**src/rtl/bma_pkg.sv**
```systemverilog
// Package: shared constants, codes and request type for the block map allocator.
`timescale 1ns / 1ps
package bma_pkg;
  localparam int BLOCKS_PER_POOL = 1024;
  localparam int POOL_COUNT      = 3;
  localparam int IDX_W   = $clog2(BLOCKS_PER_POOL);
  localparam int NBLK_W  = IDX_W + 1;
  localparam int POOL_W  = 2;
  localparam int BSZ_W   = 13;
  localparam int REQ_W   = 23;
  localparam int OFF_W   = 22;
  localparam int ENT_W   = 11;
  localparam int ST_W    = 3;
  localparam int USE_W   = 10;
  localparam int RAM_DEPTH = POOL_COUNT * BLOCKS_PER_POOL;
  localparam int BSZ_MAX = 4096;
  localparam int PERMILLE = 1000;

  localparam logic [ST_W-1:0] ST_OK       = 3'd0;
  localparam logic [ST_W-1:0] ST_NOSPACE  = 3'd1;
  localparam logic [ST_W-1:0] ST_ZERO     = 3'd2;
  localparam logic [ST_W-1:0] ST_NOTREADY = 3'd3;
  localparam logic [ST_W-1:0] ST_RANGE    = 3'd4;

  localparam logic OP_ALLOC = 1'b0;
  localparam logic OP_FREE  = 1'b1;

  typedef struct packed {
    logic              op;
    logic [POOL_W-1:0] pool;
    logic [REQ_W-1:0]  req_bytes;
    logic [OFF_W-1:0]  free_offset;
    logic              bad_pool;
    logic              zero_size;
  } req_t;
endpackage

```
**src/rtl/bma_front.sv**
```systemverilog
// Front end: accepts requests, classifies them and queues them for the back end.
`timescale 1ns / 1ps
module bma_front (
  input  logic                              clk,
  input  logic                              rst,
  input  logic                              s_tvalid,
  output logic                              s_tready,
  input  logic [47:0]                       s_tdata,
  input  logic [2:0]                        s_tuser,
  output logic                              q_valid,
  output bma_pkg::req_t                     q_data,
  input  logic                              q_pop
);
  bma_pkg::req_t slot [2];
  bma_pkg::req_t req;
  logic       wptr, rptr;
  logic [1:0] cnt;
  logic       push;

  always_comb begin
    req.op          = s_tuser[0];
    req.pool        = s_tuser[2:1];
    req.req_bytes   = s_tdata[22:0];
    req.free_offset = s_tdata[44:23];
    req.bad_pool    = {1'b0, s_tuser[2:1]} >= 3'(bma_pkg::POOL_COUNT);
    req.zero_size   = s_tdata[22:0] == '0;
  end

  assign s_tready = cnt != 2'd2;
  assign push     = s_tvalid && s_tready;
  assign q_valid  = cnt != 2'd0;
  assign q_data   = slot[rptr];

  always_ff @(posedge clk) begin
    if (push) begin
      slot[wptr] <= req;
    end
  end

  always_ff @(posedge clk) begin
    if (rst) begin
      wptr <= 1'b0;
      rptr <= 1'b0;
      cnt  <= 2'd0;
    end else begin
      if (push) wptr <= ~wptr;
      if (q_pop) rptr <= ~rptr;
      cnt <= cnt + {1'b0, push} - {1'b0, q_pop};
    end
  end
endmodule

```
**config.mk**
```make
export PLATFORM = sky130hd
export DESIGN_NAME = bma_front
export DESIGN_NICKNAME = d
export VERILOG_FILES = /design/src/rtl/bma_pkg.sv /design/src/rtl/bma_front.sv
export SDC_FILE = /design/constraint.sdc
export NUM_CORES = 1
export LEC_CHECK = 0
export ABC_AREA = 0
export BUFFER_PORTS_ARGS = -buffer_cell sky130_fd_sc_hd__buf_4
export CAP_MARGIN = 20
export CORE_MARGIN = 2
export CORE_UTILIZATION = 56
export CTS_CLUSTER_SIZE = 25
export DETAILED_ROUTE_END_ITERATION = 12
export GPL_TIMING_DRIVEN = 1
export PLACE_DENSITY = 0.87
export SYNTH_ARGS = -nofsm -noshare
export SYNTH_HDL_FRONTEND = slang
export SYNTH_SLANG_ARGS = --single-unit
export TNS_END_PERCENT = 30
```
**constraint.sdc**
```tcl
create_clock -name clk -period 5.9 [get_ports clk]
set_clock_uncertainty 0.2 [all_clocks]
set_input_delay 0.59 -clock clk [delete_from_list [all_inputs] [get_ports clk]]
set_output_delay 0.59 -clock clk [all_outputs]
set_load 0.005 [all_outputs]
```
### Word-level counts from Yosys, hierarchy flattened

Memory sizes are Yosys's and may differ from the RTL's. A register that Yosys moved wholly into a read port is not among the register bits.
Cells that the tools add are included.

| cells by class | value |
|---|---|
| muxes and demuxes | 4 |
| $lt $le $gt $ge | 1 |
| reductions and logical operators | 3 |
| equality and inequality tests | 1 |
| bitwise logic cells | 2 |
| add/subtract/negate cells | 2 |

Operators by type and width:

| cell | count |
|---|---|
| $logic_not 23->1 | 1 |
| $mux 1 | 4 |
| $add 2x1->2 | 1 |
| $ge 2x2->1 const B | 1 |
| $ne 2x2->1 const B | 1 |
| $not 1->1 | 2 |
| $reduce_bool 2->1 | 1 |
| $sub 2x1->2 | 1 |
| $logic_and 1x1->1 | 1 |

| storage, ports and cells | value |
|---|---|
| word-level logic and storage cells | 17 |
| register bits | 4 |
| input bits | 55 |
| bits in writable memories | 100 |
| memories | 1 |
| output and inout bits | 52 |

Memories:

| memory | depth | width | rd ports | clocked after memory_dff | wr ports | RTL line | text |
|---|---|---|---|---|---|---|---|
| slot | 2 | 50 | 1 | 1 | 1 | bma_front.sv:14 | `bma_pkg::req_t slot [2];` |

### Logic depth before layout (Yosys ltp)

Gate-level depths: netlist (run 1).

| logic depth | value |
|---|---|
| depth in word-level cells | 4 |
| gate-level depth with buffers | 7 |
| mapped depth without buffers | 7 |

### Worst setup path before layout (run 1)

Ideal clock, no wire load.

| path | value |
|---|---|
| kind | input to register |
| start point | input s_tvalid |
| end point | memory slot[0][0] (netlist name), enable pin |
| slack | 3.631 ns |
| stages on the path | 2 |
| arrival | 1.664 ns |
| path buffers | 0 |
| cell sequence | nand3b_1 > inv_1 |

| between the ends | value |
|---|---|
| cells in the longest elaborated chain, start to end | 3 |

RTL lines:

| what | RTL line | text |
|---|---|---|
| from (decl) | bma_front.sv:6 | `input logic s_tvalid,` |
| $logic_and 1x1->1 | bma_front.sv:30 | `assign push = s_tvalid && s_tready;` |
| $mux 1 | bma_front.sv:35 | `if (push) begin` |
| $mux 1 (not written as such) | bma_front.sv:36 | `slot[wptr] <= req;` |
| to (decl) | bma_front.sv:14 |  |

No other way between the ends.

==> flow_summary.toml, run 1 <==
[status]
outcome = "completed"

[clocking]
cts_sinks = 105
hold_buffers = 0
cts_setup_buffers = 0
clk_path_buf_depth = 2
numCtsBuffers = 9
h-tree-depth = 3
clock_latency_ns = 0.35
clkSlewWorstSetupHoldPaths_ns = 0.10
cts_tree = "built"
cts_resized = 0
cts-root-buf = "clkbuf_8"

[worst_setup_path]
crit_arrival_ns = 2.04
worst-setup-path-type = "reg2out"
worstPathMaxFanout = 28
cp.required_ns = 5.11
end_kind = "primary output"
start_kind = "register"

[synth]
ys.warnings.count = 0
postSynthAreaPerCell_um2 = 20.2
synth_cells = 194
netlist.top_cell.by_area = "edfxtp_1"
synth_xor_area_share_pct = 0.448
ys_ff_latch = 105
yosys.area.top_type_share_pct = 76.8
yosys-top-cells-area = "edfxtp_1 (77%), mux2_2 (9.5%), mux2_1 (4.9%), dfxtp_1 (2.6%), nor4_1 (0.80%)"
synth_edf_count = 100
synthesis.area_mm2 = 0.00391
yosys.area_share.adder_pct = 0.320
synth_compound_gate_area_share_pct = 0.800
synth_top_family_by_area = "multiplexers"
ys_seq_area_share_pct = 79.4
yosysUniqueCellTypes = 27
synthMuxAreaShare_pct = 14.4
synth_simple_gate_area_share_pct = 3.65
async_flop_share_pct = 0
postSynthNetCount = 250
synth_ff_type = "edfxtp_1"

[power_and_ir_drop]
cellPowerDensity_mw_per_mm2 = 314
internal_power_mw = 1.22
power_leakage_nw = 1.85
p_switching_uw = 354
clkPwrFrac_pct = 27.2
ir_worst_vdd_mv = 0.244
pwr-share-comb_pct = 14.9
p_seq_share_pct = 57.9
sw_frac_of_total_pct = 22.5

[drt]
vias_per_cell = 5.19
wirelength_mm = 6.71
route.vias.total = 2106
first_iter_violations = 115
wl_per_cell_um = 16.5
dr.pass1.iters = 4
drt_drc_violations_left = 0
ant_nets = 0

[floorplanning]
core-area_mm2 = 0.00679
ios = 107
fp.dieW_um = 87.6
dieArea_mm2 = 0.00767
start_util_pct = 57.6
die_h_um = 87.6
rows = 30

[timing]
slew_viol_final = 0
whs_ns = 0.211
hold_viol = 0
relSlewSlack_pct = 60.2
worst_pin_slew_ns = 0.596
fmax_mhz = 354
finalCriticalPeriod_ns = 2.83
rsz0062_at_grt = "no"
finalSetupViolations = 0
period_share_pct = 47.9
setup_tns_ns = 0

[global_routing]
overflow = 0
grt_pass1_vias = 2089
grt_first_pass_wirelength_mm = 10.1
grt_max_degree = 51
antenna_found_initial = 0
grt_use_total_pct = 17.8

[cells_and_area]
synthToLayoutAreaGrowth_pct = 28.3
final_cells = 406
num_antenna_cells = 0
fin_nets = 361
drive_gt1_share_pct = 51.0

[placement]
hpwl_mm = 4.46
gp_congestion = 0.724
dp.cells = 389
io_buffers = 103

[job]
cap_violations = 0

[min_path]
hold_path_class = "in2reg"
-- Yosys cell counts, types with 2 or more instances --
cell and count:
buf_2 5, edfxtp_1 100, nand2_1 2, mux2_1 17
mux2_2 33, dfxtp_1 5, nor2_1 3, xnor2_1 2
nor4_1 5, inv_1 3, nand2b_1 2, nand4b_1 2
-- cells in the final DEF, fill, tap and decap left out, types with 2 or more instances in the layout --
master and instances:
buf_4 104, clkbuf_8 9, buf_12 2, mux2_2 33, xnor2_1 2, nand2b_1 2
nand2_1 2, inv_1 2, edfxtp_1 100, nand4b_1 2, nor2_1 3, mux2_1 17
clkinvlp_4 3, dfxtp_1 4, nor4_1 5
-- critical path, stage by stage (launching register included) --
cell	delay (ns)
dfxtp_2	0.69
buf_4	0.46
mux2_2	0.39
buf_4	0.14
-- final timing paths --
path	start	to	slack, ns	cells past startpoint
worst max-delay path	register	q_data[32]	3.07	3
worst min-delay path	s_tdata[40]	slot[0][19]	0.21	1
worst max register to register	cnt[0]	slot[1][43]	3.90	3
worst min register to register	rptr	rptr	0.33	2
-- state kept, by name, summed over array words and instances (netlist names), named ones only --
| name | count |
|---|---|
| cnt | 2 |
| rptr | 1 |
| slot | 100 |
| wptr | 1 |
-- layer usage --
metal,vias to the layer above,track usage [%],wire length [um]
li1,980,-,-
met1,1031,21.7,2720
met2,81,29.9,3430
met3,14,4.62,428
met4,0,8.11,131
met5,-,0,0
-- cell families after synthesis --
| kind of cell | count (synthesis) |
|---|---|
| AOI/OAI and AO/OA | 4 |
| DFF | 105 |
| and+or+nand+nor | 23 |
| xor gates and xnor gates | 2 |
| muxes | 50 |
| buffers and inverters | 9 |
| adders and majority gates | 1 |
-- final cells by class --
type / count / area, um2
fillers: 425 / 1780
well taps: 96 / 120
multi-input cells: 80 / 767
clock buffers: 10 / 128
repair buffers: 106 / 821
flip-flops and latches: 105 / 3100
inverters: 3 / 11.3
clock inverters: 6 / 66.3
-- power by group through the flow --
stage	Clock (mW)	Sequential [mW]	Combinational [mW]
finish	0.428	0.911	0.235
global route	0.465	0.918	0.255
CTS	0.439	0.913	0.234
detailed placement	0	0.930	0.233
global placement	0	0.926	0.224
floorplan	0	0.918	0.108
-- per-stage QoR --
| stage | instance area (um2) | utilization (%) | power [mW] | setup WS [ns] |
|---|---|---|---|---|
| floorplan | 3910 | - | 1.03 | 3.63 |
| global placement | 4780 | 70.4 | 1.15 | 3.41 |
| detailed placement | 4800 | 70.7 | 1.16 | 3.41 |
| CTS | 5000 | 73.6 | 1.59 | 3.03 |
| global route | 5020 | 73.8 | 1.64 | 2.93 |
| finish | 5020 | 73.8 | 1.57 | 3.07 |
Power figures use the tool's default switching activity.
==> inputs of run 2 (changes only) <==
--- a/config.mk
+++ b/config.mk
@@ -9,11 +9,11 @@
 export BUFFER_PORTS_ARGS = -buffer_cell sky130_fd_sc_hd__buf_4
 export CAP_MARGIN = 20
 export CORE_MARGIN = 2
-export CORE_UTILIZATION = 56
+export CORE_UTILIZATION = 52
 export CTS_CLUSTER_SIZE = 25
 export DETAILED_ROUTE_END_ITERATION = 12
 export GPL_TIMING_DRIVEN = 1
-export PLACE_DENSITY = 0.87
+export PLACE_DENSITY = 0.81
 export SYNTH_ARGS = -nofsm -noshare
 export SYNTH_HDL_FRONTEND = slang
 export SYNTH_SLANG_ARGS = --single-unit
==> constraint.sdc (replaced) <==
create_clock -name clk -period 2.6 [get_ports clk]
set_clock_uncertainty 0.2 [all_clocks]
set_input_delay 0.26 -clock clk [delete_from_list [all_inputs] [get_ports clk]]
set_output_delay 0.26 -clock clk [all_outputs]
set_load 0.005 [all_outputs]
==> run 2 against run 1 <==
Compared with the run above:
- die area up 7.3%
- clock-buffer cell count down 1
- global-route usage up 0.57 points
- sequential power up 130%
- via count up 8.2%
- design area up 10%
- setup slack worse by 2.5 ns
- wire length up 10%
- highest routed layer unchanged
==> flow_summary.toml, run 2 (synthesis results as in run 1) <==
[status]
outcome = "completed"

[worst_setup_path]
worstPathMaxFanout = 29
start_kind = "register"
max_stage_delay_ns = 0.41
cp.required_ns = 2.14
regToRegSetupSlack_ns = 0.70
slowest_stage = "mux2_2"
worst-setup-path-type = "reg2out"
end_kind = "primary output"
crit_top_cell = "buf_4"
crit_arrival_ns = 1.59
path_cells = "buf_4, mux2_2, buf_4"

[timing]
finalSetupViolations = 0
rsz0062_at_grt = "no"
hold_viol = 0
finalCriticalPeriod_ns = 2.05
fmax_mhz = 487
slew_viol_final = 0
setup_tns_ns = 0
period_share_pct = 78.9
worst_pin_slew_ns = 0.438
relSlewSlack_pct = 70.8

[power_and_ir_drop]
sw_frac_of_total_pct = 22.6
power_leakage_nw = 2.08
internal_power_mw = 2.82
p_seq_share_pct = 56.3
cellPowerDensity_mw_per_mm2 = 662
p_switching_uw = 826
clkPwrFrac_pct = 26.9
ir_worst_vdd_mv = 0.424
pwr-share-comb_pct = 16.8

[global_routing]
grt_pass1_vias = 2422
grt_first_pass_wirelength_mm = 11.6
grt_max_degree = 33
overflow = 0
grt_use_total_pct = 18.3
antenna_found_initial = 0

[placement]
dp.cells = 396
gp_congestion = 0.706
io_buffers = 103
hpwl_mm = 4.42

[cells_and_area]
largest-register = "slot"
reg.largest.list = "slot (100), cnt (2)"
final_cells = 461
final_cell_mix = "buf_4 (109), edfxtp_1 (100), dlygate4sd3_1 (49), mux2_2 (33), mux2_1 (17)"
final_core_utilization_pct = 76.1
num_antenna_cells = 0
fin_nets = 413
final_common_cell = "buf_4"
largest_reg_flops = 100
synthToLayoutAreaGrowth_pct = 41.1
nFillCells = 438
drive_gt1_share_pct = 44.8

[clocking]
clk_path_buf_depth = 2
cts_tree = "built"
cts_sinks = 105
cts-root-buf = "clkbuf_8"
numCtsBuffers = 9
h-tree-depth = 3
clock_latency_ns = 0.35
clkSlewWorstSetupHoldPaths_ns = 0.09

[drt]
route.vias.total = 2279
ant_nets = 0
wirelength_mm = 7.39
dr.pass1.iters = 4
wl_per_cell_um = 16.0
first_iter_violations = 80
drt_drc_violations_left = 0
vias_per_cell = 4.94

[floorplanning]
core-area_mm2 = 0.00725
ios = 107
dieArea_mm2 = 0.00823
rows = 31
die_h_um = 90.7
fp.dieW_um = 90.7
start_util_pct = 53.9

[min_path]
hold_path_class = "in2reg"

[job]
cap_violations = 0
[run 2: cell types whose count changed in the layout (fill, tap and decap cells not counted), sizes merged]
cell,previous run,this run
dlygate4sd3,0,49
buf,106,109
clkinv,1,4
clkinvlp,3,0
clkbuf,10,9
inv,4,5
[run 2: per-stage QoR]
stage | area, um2 | hold slack (ns) | setup WS, ns | total power, mW
floorplan | 3910 | 0.129 | 0.373 | 2.33
global placement | 4820 | 0.245 | 0.784 | 2.62
detailed placement | 4820 | 0.248 | 0.719 | 2.64
CTS | 5520 | 0.0232 | 0.522 | 3.67
global route | 5520 | 0.0380 | 0.463 | 3.80
finish | 5520 | 0.0353 | 0.548 | 3.65
[run 2: final cells by class]
| type | instances | area (um2) | area share [%] |
|---|---|---|---|
| Clock buffer | 9 | 124 | 2.25 |
| Clock inverter | 7 | 77.6 | 1.41 |
| Inverter | 3 | 11.3 | 0.204 |
| Multi-Input combinational cell | 80 | 767 | 13.9 |
| Sequential cell | 105 | 3100 | 56.3 |
| Tap cell | 99 | 124 | 2.25 |
| Timing Repair Buffer | 158 | 1310 | 23.7 |
[run 2: final timing paths]
path	endpoint	start	cells past startpoint
setup / recovery	q_data[36]	register	3
hold / removal	rptr	q_pop	3
setup reg to reg	cnt[1]	cnt[0]	6
hold reg to reg	rptr	rptr	2
[run 2: power by group through the flow]
| stage | sequential (mW) | clock, mW | combinational [mW] |
|---|---|---|---|
| floorplan | 2.08 | 0 | 0.246 |
| global placement | 2.08 | 0 | 0.541 |
| detailed placement | 2.09 | 0 | 0.550 |
| CTS | 2.05 | 1.01 | 0.614 |
| global route | 2.07 | 1.07 | 0.662 |
| finish | 2.05 | 0.983 | 0.613 |
[run 2: critical path: cells and delay by family (launching register included)]
kind	cells	cell delay (ns)
multiplexers	1	0.41
buffers and inverters	2	0.50
flip-flops	1	0.34
[run 2: repair_timing]
item / in CTS / in global routing
buffers inserted: 0 / 0
resized for setup: 0 / 0
hold buffers: 49 / 0
endpoints found under the hold margin: 100 / 0
[run 2: metal layers]
layer	vias up	wire, um	share of wire [%]	global-route usage [%]
met5	-	0	0	0
met4	0	128	1.7	6.41
met3	10	383	5.2	5.51
met2	77	3940	53	33.0
met1	1106	2930	40	20.6
li1	1086	-	-	-
==> inputs of run 3 (changes only) <==
==> constraint.sdc (replaced) <==
create_clock -name clk -period 2 [get_ports clk]
set_clock_uncertainty 0.2 [all_clocks]
set_input_delay 0.2 -clock clk [delete_from_list [all_inputs] [get_ports clk]]
set_output_delay 0.2 -clock clk [all_outputs]
set_load 0.005 [all_outputs]
==> run 3 against run 2 <==
Compared with the run above:
- combinational power is 35% higher
- design area is 1.3% higher
- die area stayed put
- first-iteration DRC count is 38% higher
- critical path depth stayed put
- global-route usage is 2.0 points higher
- highest routed layer unchanged
- critical path type unchanged
- clock-buffer cell count is 2 higher
- sequential power is 31% higher
==> flow_summary.toml, run 3 (synthesis results as in run 1) <==
[worst_setup_path]
crit_top_cell = "buf_4"
path_buf_inv = 2
worstPathMaxFanout = 19
cp.depth = 3
slowest_stage = "mux2_2"
cp.required_ns = 1.60
max_stage_delay_ns = 0.38
worstRegToRegCells = 7
worst-setup-path-type = "reg2out"
path_delay_family = "buffers and inverters"
crit_arrival_ns = 1.53
start_kind = "register"
path_cells = "buf_4, mux2_2, buf_4"
end_kind = "primary output"

[placement]
placed_cell_area_mm2 = 0.00485
io_buffers = 103
dp.cells = 394
dpl_worst_slack_ns = 0.0316
hpwl_mm = 4.50
gp_congestion = 0.741

[cells_and_area]
synthToLayoutAreaGrowth_pct = 43.0
drive_gt1_share_pct = 44.4
num_antenna_cells = 0
final_cell_mix = "buf_4 (104), edfxtp_1 (100), dlygate4sd3_1 (52), mux2_2 (33), mux2_1 (17)"
reg.largest.list = "slot (100), cnt (2)"
fin_nets = 414
final_cells = 462
finalInstanceArea_mm2 = 0.00559
largest_reg_flops = 100
largest-register = "slot"
final_common_cell = "buf_4"
final_core_utilization_pct = 77.1

[power_and_ir_drop]
cellPowerDensity_mw_per_mm2 = 873
total_power_mw = 4.88
power_leakage_nw = 2.08
pwr-share-comb_pct = 16.9
sw_frac_of_total_pct = 22.0
p_switching_mw = 1.07
p_seq_share_pct = 54.9
clkPwrFrac_pct = 28.2
internal_power_mw = 3.81
ir_worst_vdd_mv = 0.553

[global_routing]
antenna_found_initial = 0
grt_pass1_vias = 2642
overflow = 0
grt_first_pass_wirelength_mm = 12.5
grt_use_total_pct = 20.3
grt_max_degree = 51

[drt]
dr.pass1.iters = 4
route.vias.total = 2358
drt_drc_violations_left = 0
ant_nets = 0
vias_per_cell = 5.10
wirelength_mm = 7.94
wl_per_cell_um = 17.2
first_iter_violations = 110

[timing]
setup_ws_ns = 0.0672
rsz0062_at_grt = "no"
finalSetupViolations = 0
period_share_pct = 96.6
fmax_mhz = 517
hold_viol = 0
slew_viol_final = 0
worst_pin_slew_ns = 0.358
relSlewSlack_pct = 75.9
whs_ns = 0.356
finalCriticalPeriod_ns = 1.93
setup_tns_ns = 0

[clocking]
numCtsBuffers = 9
clock_latency_ns = 0.36
clkSlewWorstSetupHoldPaths_ns = 0.10
cts-root-buf = "clkbuf_8"
clk_path_buf_depth = 2
cts_tree = "built"
h-tree-depth = 3
cts_sinks = 105

[floorplanning]
die_h_um = 90.7
core-area_mm2 = 0.00725
start_util_pct = 53.9
rows = 31
ios = 107
fp.dieW_um = 90.7
dieArea_mm2 = 0.00823

[min_path]
hold_path_class = "reg2reg"
worstHoldPathCells = 2

[status]
outcome = "completed"

[job]
cap_violations = 0
==> run 3: cell types whose count changed in the layout (fill, tap and decap cells not counted), moves of 2 or more <==
cell,previous run,this run
dlygate4sd3_1,49,52
clkinv_4,2,0
clkinvlp_4,0,3
buf_4,109,104
buf_12,0,3
clkbuf_1,0,2
==> run 3: timing repair <==
| item | 4_1_cts | 5_1_grt |
|---|---|---|
| buffers inserted | 0 | 0 |
| hold buffers | 52 | 0 |
| gates resized for setup | 1 | 3 |
| endpoints found under the hold margin | 103 | 0 |
| endpoints found under the setup margin | 1 | 1 |
==> run 3: worst register-to-register path, stage by stage (launching register included) <==
cell	delay [ns]
dfxtp_1	0.44
nand2b_2	0.13
nand2_1	0.10
xnor2_1	0.13
ha_2	0.23
inv_1	0.04
a2111oi_1	0.35
nand4b_1	0.16
==> run 3: power groups by stage <==
stage | logic (mW) | registers [mW] | clock network [mW]
floorplan | 0.322 | 2.71 | 0
global placement | 0.720 | 2.71 | 0
detailed placement | 0.736 | 2.72 | 0
CTS | 0.824 | 2.67 | 1.39
global route | 0.891 | 2.69 | 1.49
finish | 0.826 | 2.68 | 1.38
==> run 3: layout make-up <==
class | instances | area, um2
inverter | 3 | 15.0
clock buffer | 11 | 131
clock inverter | 5 | 80.1
tap | 99 | 124
multi-input combinational | 80 | 773
fill | 415 | 1660
sequential | 105 | 3110
timing repair buffer | 159 | 1360
==> run 3: worst paths after layout <==
| path | start | endpoint | slack [ns] |
|---|---|---|---|
| hold reg to reg | rptr | register | 0.36 |
| setup / recovery | register | q_data[37] | 0.07 |
| setup reg to reg | cnt[1] | cnt[1] | 0.15 |
| hold / removal | rptr | register | 0.36 |
==> run 3: layer usage <==
| layer | global-route usage (%) | wire length (um) |
|---|---|---|
| met3 | 4.01 | 337 |
| met2 | 37.6 | 4380 |
| met5 | 0 | 0 |
| met1 | 21.4 | 2980 |
| met4 | 11.5 | 244 |
